==> src/rtl/sct_pkg.sv <==
`timescale 1ns / 1ps
// ----------------------------------------------------------------------------
// Source character tokenizer package
// Token kinds, character codes, lexer mode encoding and the character
// classification functions used by the lexer front end.
// ----------------------------------------------------------------------------
package sct_pkg;

   localparam int KIND_W      = 5;
   localparam int QUEUE_DEPTH = 4;
   localparam int QPTR_W      = $clog2(QUEUE_DEPTH);
   localparam int QCNT_W      = $clog2(QUEUE_DEPTH + 1);

   typedef enum logic [KIND_W-1:0] {
      KIND_NEWLINE = 5'd0,
      KIND_PLUS    = 5'd1,
      KIND_DASH    = 5'd2,
      KIND_STAR    = 5'd3,
      KIND_SLASH   = 5'd4,
      KIND_GT      = 5'd5,
      KIND_GTE     = 5'd6,
      KIND_LT      = 5'd7,
      KIND_LTE     = 5'd8,
      KIND_NOT     = 5'd9,
      KIND_IDENT   = 5'd10,
      KIND_COLON   = 5'd11,
      KIND_DCOLON  = 5'd12,
      KIND_LBRACE  = 5'd13,
      KIND_RBRACE  = 5'd14,
      KIND_LPAREN  = 5'd15,
      KIND_RPAREN  = 5'd16,
      KIND_AND     = 5'd17,
      KIND_OR      = 5'd18,
      KIND_ASSIGN  = 5'd19,
      KIND_COMMA   = 5'd20,
      KIND_ARROW   = 5'd21,
      KIND_DOT     = 5'd22,
      KIND_QUOTE   = 5'd23,
      KIND_LSQUARE = 5'd24,
      KIND_RSQUARE = 5'd25,
      KIND_INVALID = 5'd26
   } tok_kind_type;

   typedef enum logic [3:0] {
      MODE_IDLE    = 4'b0001,
      MODE_IDENT   = 4'b0010,
      MODE_HOLD    = 4'b0100,
      MODE_COMMENT = 4'b1000
   } lex_mode_type;

   typedef struct packed {
      logic         hit;
      tok_kind_type kind;
   } kind_lookup_type;

   // one queue entry: present, and carrying a second token
   typedef struct packed {
      logic valid;
      logic two;
   } ent_ctl_type;

   localparam logic [7:0] CH_NL      = 8'h0A;
   localparam logic [7:0] CH_SPACE   = 8'h20;
   localparam logic [7:0] CH_NOT     = 8'h21;
   localparam logic [7:0] CH_DQUOTE  = 8'h22;
   localparam logic [7:0] CH_PERCENT = 8'h25;
   localparam logic [7:0] CH_AMP     = 8'h26;
   localparam logic [7:0] CH_APOS    = 8'h27;
   localparam logic [7:0] CH_LPAREN  = 8'h28;
   localparam logic [7:0] CH_RPAREN  = 8'h29;
   localparam logic [7:0] CH_STAR    = 8'h2A;
   localparam logic [7:0] CH_PLUS    = 8'h2B;
   localparam logic [7:0] CH_COMMA   = 8'h2C;
   localparam logic [7:0] CH_DASH    = 8'h2D;
   localparam logic [7:0] CH_DOT     = 8'h2E;
   localparam logic [7:0] CH_SLASH   = 8'h2F;
   localparam logic [7:0] CH_0       = 8'h30;
   localparam logic [7:0] CH_9       = 8'h39;
   localparam logic [7:0] CH_COLON   = 8'h3A;
   localparam logic [7:0] CH_LT      = 8'h3C;
   localparam logic [7:0] CH_EQ      = 8'h3D;
   localparam logic [7:0] CH_GT      = 8'h3E;
   localparam logic [7:0] CH_UA      = 8'h41;
   localparam logic [7:0] CH_UZ      = 8'h5A;
   localparam logic [7:0] CH_LSQUARE = 8'h5B;
   localparam logic [7:0] CH_RSQUARE = 8'h5D;
   localparam logic [7:0] CH_LA      = 8'h61;
   localparam logic [7:0] CH_LZ      = 8'h7A;
   localparam logic [7:0] CH_LBRACE  = 8'h7B;
   localparam logic [7:0] CH_PIPE    = 8'h7C;
   localparam logic [7:0] CH_RBRACE  = 8'h7D;

   function automatic kind_lookup_type char_kind(input logic [7:0] c);
      kind_lookup_type r;
      r.hit  = 1'b1;
      r.kind = KIND_INVALID;
      case (c)
         CH_PLUS:    r.kind = KIND_PLUS;
         CH_DASH:    r.kind = KIND_DASH;
         CH_STAR:    r.kind = KIND_STAR;
         CH_SLASH:   r.kind = KIND_SLASH;
         CH_GT:      r.kind = KIND_GT;
         CH_LT:      r.kind = KIND_LT;
         CH_NOT:     r.kind = KIND_NOT;
         CH_COLON:   r.kind = KIND_COLON;
         CH_LBRACE:  r.kind = KIND_LBRACE;
         CH_RBRACE:  r.kind = KIND_RBRACE;
         CH_LPAREN:  r.kind = KIND_LPAREN;
         CH_RPAREN:  r.kind = KIND_RPAREN;
         CH_AMP:     r.kind = KIND_INVALID;
         CH_PIPE:    r.kind = KIND_INVALID;
         CH_EQ:      r.kind = KIND_ASSIGN;
         CH_COMMA:   r.kind = KIND_COMMA;
         CH_DOT:     r.kind = KIND_DOT;
         CH_DQUOTE:  r.kind = KIND_QUOTE;
         CH_LSQUARE: r.kind = KIND_LSQUARE;
         CH_RSQUARE: r.kind = KIND_RSQUARE;
         default:    r.hit  = 1'b0;
      endcase
      return r;
   endfunction

   function automatic kind_lookup_type pair_kind(input logic [7:0] h, input logic [7:0] c);
      kind_lookup_type r;
      r.hit  = 1'b1;
      r.kind = KIND_INVALID;
      priority if (h == CH_COLON && c == CH_COLON) r.kind = KIND_DCOLON;
      else if (h == CH_DASH && c == CH_GT)         r.kind = KIND_ARROW;
      else if (h == CH_AMP && c == CH_AMP)         r.kind = KIND_AND;
      else if (h == CH_PIPE && c == CH_PIPE)       r.kind = KIND_OR;
      else if (h == CH_LT && c == CH_EQ)           r.kind = KIND_LTE;
      else if (h == CH_GT && c == CH_EQ)           r.kind = KIND_GTE;
      else                                         r.hit  = 1'b0;
      return r;
   endfunction

   function automatic logic is_alnum(input logic [7:0] c);
      return (c >= CH_0 && c <= CH_9) || (c >= CH_UA && c <= CH_UZ) ||
             (c >= CH_LA && c <= CH_LZ);
   endfunction

   function automatic logic is_holder(input logic [7:0] c);
      return c == CH_COLON || c == CH_DASH || c == CH_AMP || c == CH_PIPE ||
             c == CH_LT || c == CH_GT || c == CH_SLASH;
   endfunction

   function automatic logic ends_ident(input logic [7:0] c);
      kind_lookup_type k;
      k = char_kind(c);
      return c == CH_SPACE || c == CH_PERCENT || c == CH_APOS || c == CH_NL || k.hit;
   endfunction

endpackage

==> src/rtl/sct_front.sv <==
`timescale 1ns / 1ps
// ----------------------------------------------------------------------------
// Tokenizer lexer front end
// Classifies one character per cycle while accept is high, keeps the lexer
// mode, held operator, open identifier and line/column counters, and emits a
// bundle of up to two tokens per transaction towards the token queue.
// ----------------------------------------------------------------------------
module sct_front #(
   parameter int LINE_WIDTH = 16,
   parameter int COL_WIDTH  = 16,
   parameter int LEN_WIDTH  = 8
) (
   input  logic                        clock,
   input  logic                        reset,
   input  logic                        accept,
   input  logic                        req_type,
   input  logic [7:0]                  req_ch,
   output sct_pkg::ent_ctl_type        ent_ctl,
   output logic [sct_pkg::KIND_W-1:0]  ent_kind0,
   output logic [COL_WIDTH-1:0]        ent_col0,
   output logic [LEN_WIDTH-1:0]        ent_len0,
   output logic [sct_pkg::KIND_W-1:0]  ent_kind1,
   output logic [COL_WIDTH-1:0]        ent_col1,
   output logic [LINE_WIDTH-1:0]       ent_line
);
   import sct_pkg::*;

   lex_mode_type          mode_ff, mode_in;
   logic [7:0]            held_char_ff, held_char_in;
   logic [COL_WIDTH-1:0]  held_col_ff, held_col_in;
   logic [COL_WIDTH-1:0]  start_col_ff, start_col_in;
   logic [LEN_WIDTH-1:0]  count_ff, count_in;
   logic [LINE_WIDTH-1:0] line_ff, line_in;
   logic [COL_WIDTH-1:0]  col_ff, col_in;

   logic [COL_WIDTH-1:0]  col_inc;
   logic [LINE_WIDTH-1:0] line_inc;
   logic [LEN_WIDTH-1:0]  count_inc;
   kind_lookup_type       ch_look, held_look, pair_look;

   logic                  pre_v, b_v, proc_en, proc_ident;
   tok_kind_type          pre_kind, b_kind;
   logic [COL_WIDTH-1:0]  pre_col, b_col;
   logic [LEN_WIDTH-1:0]  pre_len;

   assign col_inc   = (col_ff == '1) ? col_ff : col_ff + COL_WIDTH'(1);
   assign line_inc  = (line_ff == '1) ? line_ff : line_ff + LINE_WIDTH'(1);
   assign count_inc = (count_ff == '1) ? count_ff : count_ff + LEN_WIDTH'(1);
   assign ch_look   = char_kind(req_ch);
   assign held_look = char_kind(held_char_ff);
   assign pair_look = pair_kind(held_char_ff, req_ch);

   always_comb begin
      mode_in      = mode_ff;
      held_char_in = held_char_ff;
      held_col_in  = held_col_ff;
      start_col_in = start_col_ff;
      count_in     = count_ff;
      line_in      = line_ff;
      col_in       = col_ff;
      pre_v        = 1'b0;
      pre_kind     = KIND_NEWLINE;
      pre_col      = '0;
      pre_len      = '0;
      b_v          = 1'b0;
      b_kind       = KIND_NEWLINE;
      b_col        = '0;
      proc_en      = 1'b0;
      proc_ident   = 1'b0;

      if (accept && req_type) begin
         if (mode_ff == MODE_IDENT) begin
            pre_v    = 1'b1;
            pre_kind = KIND_IDENT;
            pre_col  = start_col_ff;
            pre_len  = count_ff;
         end else if (mode_ff == MODE_HOLD) begin
            pre_v    = 1'b1;
            pre_kind = held_look.kind;
            pre_col  = held_col_ff;
         end
         mode_in = MODE_IDLE;
      end else if (accept) begin
         col_in = col_inc;
         unique case (mode_ff)
            MODE_COMMENT: begin
               if (req_ch == CH_NL) begin
                  mode_in = MODE_IDLE;
                  line_in = line_inc;
                  col_in  = '0;
               end
            end
            MODE_HOLD: begin
               if (held_char_ff == CH_SLASH && req_ch == CH_SLASH) begin
                  mode_in = MODE_COMMENT;
               end else if (pair_look.hit) begin
                  pre_v    = 1'b1;
                  pre_kind = pair_look.kind;
                  pre_col  = held_col_ff;
                  mode_in  = MODE_IDLE;
               end else begin
                  pre_v    = 1'b1;
                  pre_kind = held_look.kind;
                  pre_col  = held_col_ff;
                  mode_in  = MODE_IDLE;
                  proc_en  = 1'b1;
               end
            end
            MODE_IDENT: begin
               proc_en    = 1'b1;
               proc_ident = 1'b1;
            end
            default: begin
               proc_en = 1'b1;
            end
         endcase

         if (proc_en) begin
            if (is_alnum(req_ch)) begin
               if (proc_ident) begin
                  count_in = count_inc;
               end else begin
                  mode_in      = MODE_IDENT;
                  start_col_in = col_inc;
                  count_in     = LEN_WIDTH'(1);
               end
            end else if (!proc_ident || ends_ident(req_ch)) begin
               if (proc_ident) begin
                  pre_v    = 1'b1;
                  pre_kind = KIND_IDENT;
                  pre_col  = start_col_ff;
                  pre_len  = count_ff;
                  mode_in  = MODE_IDLE;
               end
               if (req_ch == CH_NL) begin
                  b_v     = 1'b1;
                  b_kind  = KIND_NEWLINE;
                  b_col   = col_inc;
                  line_in = line_inc;
                  col_in  = '0;
               end else if (is_holder(req_ch)) begin
                  mode_in      = MODE_HOLD;
                  held_char_in = req_ch;
                  held_col_in  = col_inc;
               end else if (ch_look.hit) begin
                  b_v    = 1'b1;
                  b_kind = ch_look.kind;
                  b_col  = col_inc;
               end
            end
         end
      end
   end

   assign ent_ctl.valid = pre_v | b_v;
   assign ent_ctl.two   = pre_v & b_v;
   assign ent_kind0     = pre_v ? pre_kind : b_kind;
   assign ent_col0      = pre_v ? pre_col : b_col;
   assign ent_len0      = pre_v ? pre_len : '0;
   assign ent_kind1     = b_kind;
   assign ent_col1      = b_col;
   assign ent_line      = line_ff;

   always_ff @(posedge clock) begin
      if (reset) begin
         mode_ff      <= MODE_IDLE;
         held_char_ff <= '0;
         held_col_ff  <= '0;
         start_col_ff <= '0;
         count_ff     <= '0;
         line_ff      <= LINE_WIDTH'(1);
         col_ff       <= '0;
      end else begin
         mode_ff      <= mode_in;
         held_char_ff <= held_char_in;
         held_col_ff  <= held_col_in;
         start_col_ff <= start_col_in;
         count_ff     <= count_in;
         line_ff      <= line_in;
         col_ff       <= col_in;
      end
   end

endmodule

==> src/rtl/sct_back.sv <==
`timescale 1ns / 1ps
// ----------------------------------------------------------------------------
// Tokenizer token queue and output serialiser
// Holds token bundles from the lexer and hands them out one token per
// transaction, marking the last token of each bundle.
// ----------------------------------------------------------------------------
module sct_back #(
   parameter int LINE_WIDTH = 16,
   parameter int COL_WIDTH  = 16,
   parameter int LEN_WIDTH  = 8
) (
   input  logic                        clock,
   input  logic                        reset,
   input  sct_pkg::ent_ctl_type        ent_ctl,
   input  logic [sct_pkg::KIND_W-1:0]  ent_kind0,
   input  logic [COL_WIDTH-1:0]        ent_col0,
   input  logic [LEN_WIDTH-1:0]        ent_len0,
   input  logic [sct_pkg::KIND_W-1:0]  ent_kind1,
   input  logic [COL_WIDTH-1:0]        ent_col1,
   input  logic [LINE_WIDTH-1:0]       ent_line,
   output logic                        full,
   output logic                        empty,
   input  logic                        pop,
   output logic [sct_pkg::KIND_W-1:0]  rsp_tok_kind,
   output logic [LINE_WIDTH-1:0]       rsp_tok_line,
   output logic [COL_WIDTH-1:0]        rsp_tok_col,
   output logic [LEN_WIDTH-1:0]        rsp_ident_len,
   output logic                        rsp_last_of_run
);
   import sct_pkg::*;

   logic [KIND_W-1:0]     kind0_ff [QUEUE_DEPTH];
   logic [COL_WIDTH-1:0]  col0_ff  [QUEUE_DEPTH];
   logic [LEN_WIDTH-1:0]  len0_ff  [QUEUE_DEPTH];
   logic [KIND_W-1:0]     kind1_ff [QUEUE_DEPTH];
   logic [COL_WIDTH-1:0]  col1_ff  [QUEUE_DEPTH];
   logic [LINE_WIDTH-1:0] line_ff  [QUEUE_DEPTH];
   logic                  two_ff   [QUEUE_DEPTH];

   logic [QPTR_W-1:0]     wr_ptr_ff, wr_ptr_in;
   logic [QPTR_W-1:0]     rd_ptr_ff, rd_ptr_in;
   logic [QCNT_W-1:0]     count_ff, count_in;
   logic                  sel_ff, sel_in;
   logic                  pop_tok, pop_ent;

   assign full    = (count_ff == QCNT_W'(QUEUE_DEPTH));
   assign empty   = (count_ff == '0);
   assign pop_tok = pop && !empty;
   assign pop_ent = pop_tok && (sel_ff || !two_ff[rd_ptr_ff]);

   assign rsp_tok_kind    = sel_ff ? kind1_ff[rd_ptr_ff] : kind0_ff[rd_ptr_ff];
   assign rsp_tok_col     = sel_ff ? col1_ff[rd_ptr_ff] : col0_ff[rd_ptr_ff];
   assign rsp_ident_len   = sel_ff ? '0 : len0_ff[rd_ptr_ff];
   assign rsp_tok_line    = line_ff[rd_ptr_ff];
   assign rsp_last_of_run = sel_ff || !two_ff[rd_ptr_ff];

   always_comb begin
      wr_ptr_in = wr_ptr_ff;
      rd_ptr_in = rd_ptr_ff;
      count_in  = count_ff;
      sel_in    = sel_ff;
      if (ent_ctl.valid) begin
         wr_ptr_in = (wr_ptr_ff == QPTR_W'(QUEUE_DEPTH - 1)) ? '0 : wr_ptr_ff + QPTR_W'(1);
      end
      if (pop_tok) begin
         sel_in = !pop_ent;
      end
      if (pop_ent) begin
         rd_ptr_in = (rd_ptr_ff == QPTR_W'(QUEUE_DEPTH - 1)) ? '0 : rd_ptr_ff + QPTR_W'(1);
      end
      unique case ({ent_ctl.valid, pop_ent})
         2'b10:   count_in = count_ff + QCNT_W'(1);
         2'b01:   count_in = count_ff - QCNT_W'(1);
         default: count_in = count_ff;
      endcase
   end

   always_ff @(posedge clock) begin
      if (ent_ctl.valid) begin
         kind0_ff[wr_ptr_ff] <= ent_kind0;
         col0_ff[wr_ptr_ff]  <= ent_col0;
         len0_ff[wr_ptr_ff]  <= ent_len0;
         kind1_ff[wr_ptr_ff] <= ent_kind1;
         col1_ff[wr_ptr_ff]  <= ent_col1;
         line_ff[wr_ptr_ff]  <= ent_line;
         two_ff[wr_ptr_ff]   <= ent_ctl.two;
      end
   end

   always_ff @(posedge clock) begin
      if (reset) begin
         wr_ptr_ff <= '0;
         rd_ptr_ff <= '0;
         count_ff  <= '0;
         sel_ff    <= 1'b0;
      end else begin
         wr_ptr_ff <= wr_ptr_in;
         rd_ptr_ff <= rd_ptr_in;
         count_ff  <= count_in;
         sel_ff    <= sel_in;
      end
   end

endmodule

==> src/rtl/source_char_tokenizer_core.sv <==
`timescale 1ns / 1ps
// ----------------------------------------------------------------------------
// Source character tokenizer
// Lexer front end and token queue joined behind queue-style ports.
// ----------------------------------------------------------------------------
// One character or end-of-text marker is taken per clock while full is low;
// the lexer decides it in that same cycle and drops zero, one or two tokens
// into a four-entry bundle queue. Tokens leave one per clock while pop is high
// and empty is low, so a character that ends an identifier with an operator
// that is not held or with a newline costs two output transactions, and the
// input rate is set by the token rate once the queue fills: one character per
// cycle while characters average at most one token. A bundle is registered
// into the queue as its character is taken. last_of_run marks the final token
// of each character; an end-of-text marker flushes a held operator or an open
// identifier and keeps the line and column counts, which saturate.
module source_char_tokenizer_core #(
   parameter int LINE_WIDTH = 16,
   parameter int COL_WIDTH  = 16,
   parameter int LEN_WIDTH  = 8
) (
   input  logic                        clock,
   input  logic                        reset,
   input  logic                        push,
   output logic                        full,
   input  logic                        req_type,
   input  logic [7:0]                  req_ch,
   output logic                        empty,
   input  logic                        pop,
   output logic [sct_pkg::KIND_W-1:0]  rsp_tok_kind,
   output logic [LINE_WIDTH-1:0]       rsp_tok_line,
   output logic [COL_WIDTH-1:0]        rsp_tok_col,
   output logic [LEN_WIDTH-1:0]        rsp_ident_len,
   output logic                        rsp_last_of_run
);
   import sct_pkg::*;

   ent_ctl_type           ent_ctl;
   logic [KIND_W-1:0]     ent_kind0, ent_kind1;
   logic [COL_WIDTH-1:0]  ent_col0, ent_col1;
   logic [LEN_WIDTH-1:0]  ent_len0;
   logic [LINE_WIDTH-1:0] ent_line;
   logic                  accept;

   assign accept = push && !full;

   sct_front #(
      .LINE_WIDTH (LINE_WIDTH),
      .COL_WIDTH  (COL_WIDTH),
      .LEN_WIDTH  (LEN_WIDTH)
   ) u_front (
      .clock     (clock),
      .reset     (reset),
      .accept    (accept),
      .req_type  (req_type),
      .req_ch    (req_ch),
      .ent_ctl   (ent_ctl),
      .ent_kind0 (ent_kind0),
      .ent_col0  (ent_col0),
      .ent_len0  (ent_len0),
      .ent_kind1 (ent_kind1),
      .ent_col1  (ent_col1),
      .ent_line  (ent_line)
   );

   sct_back #(
      .LINE_WIDTH (LINE_WIDTH),
      .COL_WIDTH  (COL_WIDTH),
      .LEN_WIDTH  (LEN_WIDTH)
   ) u_back (
      .clock           (clock),
      .reset           (reset),
      .ent_ctl         (ent_ctl),
      .ent_kind0       (ent_kind0),
      .ent_col0        (ent_col0),
      .ent_len0        (ent_len0),
      .ent_kind1       (ent_kind1),
      .ent_col1        (ent_col1),
      .ent_line        (ent_line),
      .full            (full),
      .empty           (empty),
      .pop             (pop),
      .rsp_tok_kind    (rsp_tok_kind),
      .rsp_tok_line    (rsp_tok_line),
      .rsp_tok_col     (rsp_tok_col),
      .rsp_ident_len   (rsp_ident_len),
      .rsp_last_of_run (rsp_last_of_run)
   );

   a_second_token_follows: assert property (@(posedge clock) disable iff (reset)
      (pop && !empty && !rsp_last_of_run) |=> (!empty && rsp_last_of_run))
      else $error("second token of a bundle missing");

   a_len_only_ident: assert property (@(posedge clock) disable iff (reset)
      (!empty && rsp_ident_len != '0) |-> (rsp_tok_kind == KIND_IDENT))
      else $error("non-zero length on a non-identifier token");

   a_col_nonzero: assert property (@(posedge clock) disable iff (reset)
      !empty |-> (rsp_tok_col != '0))
      else $error("token column of zero");

endmodule
==> config.mk <==
export PLATFORM = sky130hd
export DESIGN_NAME = source_char_tokenizer_core
export DESIGN_NICKNAME = d
export VERILOG_FILES = /design/src/rtl/sct_pkg.sv /design/src/rtl/sct_front.sv /design/src/rtl/sct_back.sv /design/src/rtl/source_char_tokenizer_core.sv
export SDC_FILE = /design/constraint.sdc
export NUM_CORES = 1
export LEC_CHECK = 0
export CORE_UTILIZATION = 45
export CTS_CLUSTER_DIAMETER = 200
export DETAILED_ROUTE_END_ITERATION = 10
export DONT_BUFFER_PORTS = 1
export HOLD_SLACK_MARGIN = 0.15
export PLACE_DENSITY_LB_ADDON = 0.3
export SKIP_CTS_REPAIR_TIMING = 1
export SYNTH_ARGS = -nofsm -noshare
export SYNTH_HDL_FRONTEND = slang
export SYNTH_SLANG_ARGS = --single-unit
==> constraint.sdc <==
create_clock -name clock -period 8.9 [get_ports clock]
set_clock_uncertainty 0.1 [all_clocks]
set_input_delay 0.89 -clock clock [delete_from_list [all_inputs] [get_ports clock]]
set_output_delay 0.89 -clock clock [all_outputs]
set_load 0.02 [all_outputs]
==> results.md <==
- The count of final max-slew check failures is 0.
- The clock-pin transition on the worst setup and hold timing paths is approximately 0.060 ns.
- The worst hold path terminates at u_front.col_ff[9]$_SDFFE_PP0P_.
- The number of fillers in the final layout is a little over 3000.
- In the finished design, the share of the clock period the worst path needs comes to 53.5%.
- The number of antenna diodes in the final layout is 0.
- The number of clock buffers added by TritonCTS is 38.
- The startpoint identified for the worst register-to-register timing path is u_front.held_char_ff[3]$_SDFFE_PP0P_.
- The fmax is ~210 MHz.
- IR analysis of the VDD net gives a maximum drop of around 0.12 mV.
- Measured along the x axis, the die boundary spans around 190 µm.
- The share of synthesized area occupied by flip-flops and latches is approximately three fifths.
- Once detailed placement completed, the half-perimeter wirelength came to 21.9 mm.
- Total power for the finished layout comes to approximately 0.0033 W.
- The first-pass detailed-route iteration total is 5.
- The CTS H-tree depth is 2.
- Once layout is complete, the cells apart from fillers number 1693.
- The via count of the first global-routing pass is 9711.
- In the final design database the tool counted between 1000 and 1500 nets.
- After detailed placement, the design holds a cell count of ~1600.
- In this run the worst path has a maximum fanout of 20.
- The largest family of logic cells by synthesized area is simple AND/OR/NAND/NOR gates.
- The critical path data arrival time is roughly 5.1 ns.
- The via-per-instance ratio is around 5.8.
- The post-synthesis cell area is roughly 0.016 mm².
- By startpoint and endpoint, the worst setup path is classified as reg -> reg.
- The first global-routing pass estimated 55.0 mm of wire.
- The congestion estimate from routability-driven global placement came to ~0.82.
- Setup violations remaining at the end of the flow were counted as 0.
- For this run, design rule violations remaining after detail routing come to 0.
- The clock reaches the later pin of the worst-skew pair after 0.52 ns.
- The count of final hold-check violations is 0.
- The total number of yosys warnings is 0.
- Global routing consumed, over all layers together, between 10% and 20% of the routing resources.
- The element type at the critical path end is a flop.
- The setup total negative slack is 0 ns.
- The die is 191 µm tall.
- The setup check on the worst reg-to-reg path leaves a slack of 4.14 ns.
- The final-layout worst hold slack is roughly 0.34 ns.
- The initial standard-cell utilization of the core is between 40% and 50%.
- Of the post-synthesis cell area, the part taken by muxes is 10.8%.
- Counting along the longest clock path gives a buffer depth of 3.
- The number of port buffers is 0.
- Dividing the detail-routed wire length by the instance count gives between 20 and 25 µm.
- The number of antenna violations at the first check in global routing is 0.
- The xor and xnor area share after synthesis is under 10%.
- The worst slew margin relative to its limit is 22.5%.
- In this run, synthesis inferred about 270 flip-flops with an integrated enable.
- The via count is just under 10000.
- The clock period minus final worst setup slack is 4.76 ns.
- Once layout is complete, the utilization of the core stands at 50.5%.
- The count of nets left with antenna violations after detail routing is 0.
- The run finished with clean final reports.
- The floorplan step defined a core boundary enclosing between 0.03 and 0.04 mm².
- For this run, the leading register cell type out of synthesis is sky130_fd_sc_hd__edfxtp_1.
- Dividing the synthesized area by the synthesized cell count gives 13.1 µm².
- Power spread over the standard cell area amounts to between 150 and 200 mW/mm².
- From synthesis to final layout, the design area changed by 9.38%.
- The most common library cell in the layout ignoring fill and taps is sky130_fd_sc_hd__edfxtp_1.
- The startpoint identified for the worst hold timing path is reset.
- After Yosys synthesis, and, or, nand and nor cells account for between 10 and 15% of the synthesized area.
- The total overflow left after global routing is 0.
- The worst register-to-register path ends at u_back.count_ff[2]$_SDFFE_PP0P_.
- The slew at the pin closest to its max-slew limit is approximately 1.2 ns.
- The floorplan step defined a die boundary enclosing 0.0365 mm².
- Counting flops and latches in the post-synthesis netlist gives 362.
- The post-synthesis cell type count is 80.
- In this run the core area contains between 60 and 70 standard-cell rows.
- The type of the most critical hold path is in -> reg.
- The synthesized-area fraction occupied by adder cells is less than 1%.
- The element type at the critical path start is a flop.
- The cell sitting at the root of the clock tree is a sky130_fd_sc_hd__clkbuf_16.
- For this design the top-level I/O count stands at around 60.
- The worst hold path cell count is 1.
- The instance count of the mapped netlist is ~1200.
- Across the run, the number of max-cap violations was 0.
- Entering global routing, the biggest net connects slightly above 80 pins.
- The share of synthesized flip-flops with an asynchronous set or reset is 0%.
- The first-iteration detailed-routing DRC count is 814.
- The synthesized netlist net count is between 1000 and 1500.
- The synthesized-area fraction occupied by ao, oa, aoi and oai cells is 8.17%.
- Setup repair after global routing left no endpoint under its margin.
- TritonCTS built the clock tree.
- After detailed routing, the total wire length is roughly 35 mm.
- The share of post-route cells with drive strength above 1 is about 14%.
- For the worst flop-to-flop path, the logic depth is 14.
- The number of sinks driven by the clock tree is 362.
- The analysis attributes to cell leakage a power of ~5.6 nW.
- Leaving out fill and tap cells, the most frequent cells in the layout are 268 x sky130_fd_sc_hd__edfxtp_1, 130 x sky130_fd_sc_hd__nor2_1, 122 x sky130_fd_sc_hd__nand2_1, 92 x sky130_fd_sc_hd__dfxtp_1, 67 x sky130_fd_sc_hd__mux4_2.
- Data on the critical path is required at its endpoint by just over 9 ns.
per-stage QoR:
stage	worst slack (ns)	instance area, µm²
floorplan	2.61	16100
global placement	3.88	16500
detailed placement	3.82	16500
CTS	4.15	17600
global route	3.86	17600
finish	4.14	17600
sequential cells by signal, summed over array words and instances (netlist names), 16 cells and up, named ones only:
name                  count
u_back.kind1_ff          20
u_front.start_col_ff     16
u_back.line_ff           64
u_back.kind0_ff          20
u_front.col_ff           16
u_front.held_col_ff      16
u_back.len0_ff           32
u_front.ent_line         16
u_back.col1_ff           64
u_back.col0_ff           64
power breakdown:
part / internal [W] / switching [W]
combinational: 0.0000356 / 0.0000503
sequential: 0.00180 / 0.00000808
clock: 0.000835 / 0.000618
total: 0.00267 / 0.000676
how the worst max path moves through the flow:
stage | startpoint | to | slack (ns)
3_3_place_gp | req_ch[4] | u_back.col0_ff[1][8]$_DFFE_PP_ | 3.88
6_report | u_front.held_char_ff[3]$_SDFFE_PP0P_ | u_back.count_ff[2]$_SDFFE_PP0P_ | 4.14
5_1_grt | u_front.held_char_ff[3]$_SDFFE_PP0P_ | u_back.count_ff[2]$_SDFFE_PP0P_ | 3.86
3_5_place_dp | req_ch[4] | u_back.col0_ff[1][5]$_DFFE_PP_ | 3.82
2_1_floorplan | req_ch[4] | u_back.col0_ff[2][0]$_DFFE_PP_ | 2.61
4_1_cts | u_front.held_char_ff[3]$_SDFFE_PP0P_ | u_back.count_ff[2]$_SDFFE_PP0P_ | 4.15
worst max-delay path: stages, from the launching register on:
cell,delay (ns)
sky130_fd_sc_hd__dfxtp_1,0.66
sky130_fd_sc_hd__inv_1,0.17
sky130_fd_sc_hd__or3_1,0.37
sky130_fd_sc_hd__nor4_1,0.71
sky130_fd_sc_hd__o41ai_2,0.14
sky130_fd_sc_hd__buf_4,0.20
sky130_fd_sc_hd__o211ai_1,0.10
sky130_fd_sc_hd__buf_4,0.26
sky130_fd_sc_hd__nor3b_2,0.58
sky130_fd_sc_hd__ha_1,0.29
sky130_fd_sc_hd__inv_1,0.07
sky130_fd_sc_hd__fa_1,0.43
sky130_fd_sc_hd__xor2_1,0.15
sky130_fd_sc_hd__or3_1,0.30
sky130_fd_sc_hd__a21oi_1,0.14
cell type report:
class                      instances  area, µm²  area share [%]
multi-input combinational        777       5800            32.9
clock inverter                    17       93.8           0.533
tap                              455        569            3.23
timing repair buffer              13       97.6           0.554
sequential                       362       9930            56.4
clock buffer                      52       1060            6.00
inverter                          17       63.8           0.362
Yosys cell counts (all sizes together) (21+ instances only):
| master | instances | area share, % |
|---|---|---|
| dfxtp | 94 | 12 |
| a21oi | 39 | 1.2 |
| buf | 33 | 1.0 |
| edfxtp | 268 | 50 |
| nand2 | 123 | 2.9 |
| clkbuf | 44 | 1.0 |
| o21ai | 42 | 1.3 |
| a211oi | 30 | 1.4 |
| and2 | 25 | 0.97 |
| nor3 | 28 | 0.87 |
| nand3 | 31 | 0.96 |
| mux4 | 67 | 9.4 |
| nor2 | 130 | 3.0 |
| mux2i | 21 | 1.3 |
cell families (layout without fill, tap and decap cells):
logic type,Yosys count,in the layout
AO/OA/AOI/OAI,188,188
XOR/XNOR,33,33
adder cells (fa/ha/maj),10,10
buffers and inverters,94,99
flip-flops,362,362
multiplexers,90,90
AND/OR/NAND/NOR,456,456
routing by layer:
| metal | share of wire [%] | track usage [%] | wire length, µm |
|---|---|---|---|
| met1 | 47 | 28.4 | 16400 |
| met2 | 45 | 29.6 | 15700 |
| met3 | 6.7 | 4.42 | 2330 |
| met4 | 1.7 | 4.98 | 604 |
| met5 | 0 | 0 | 0 |
Power figures use the tool's default switching activity.
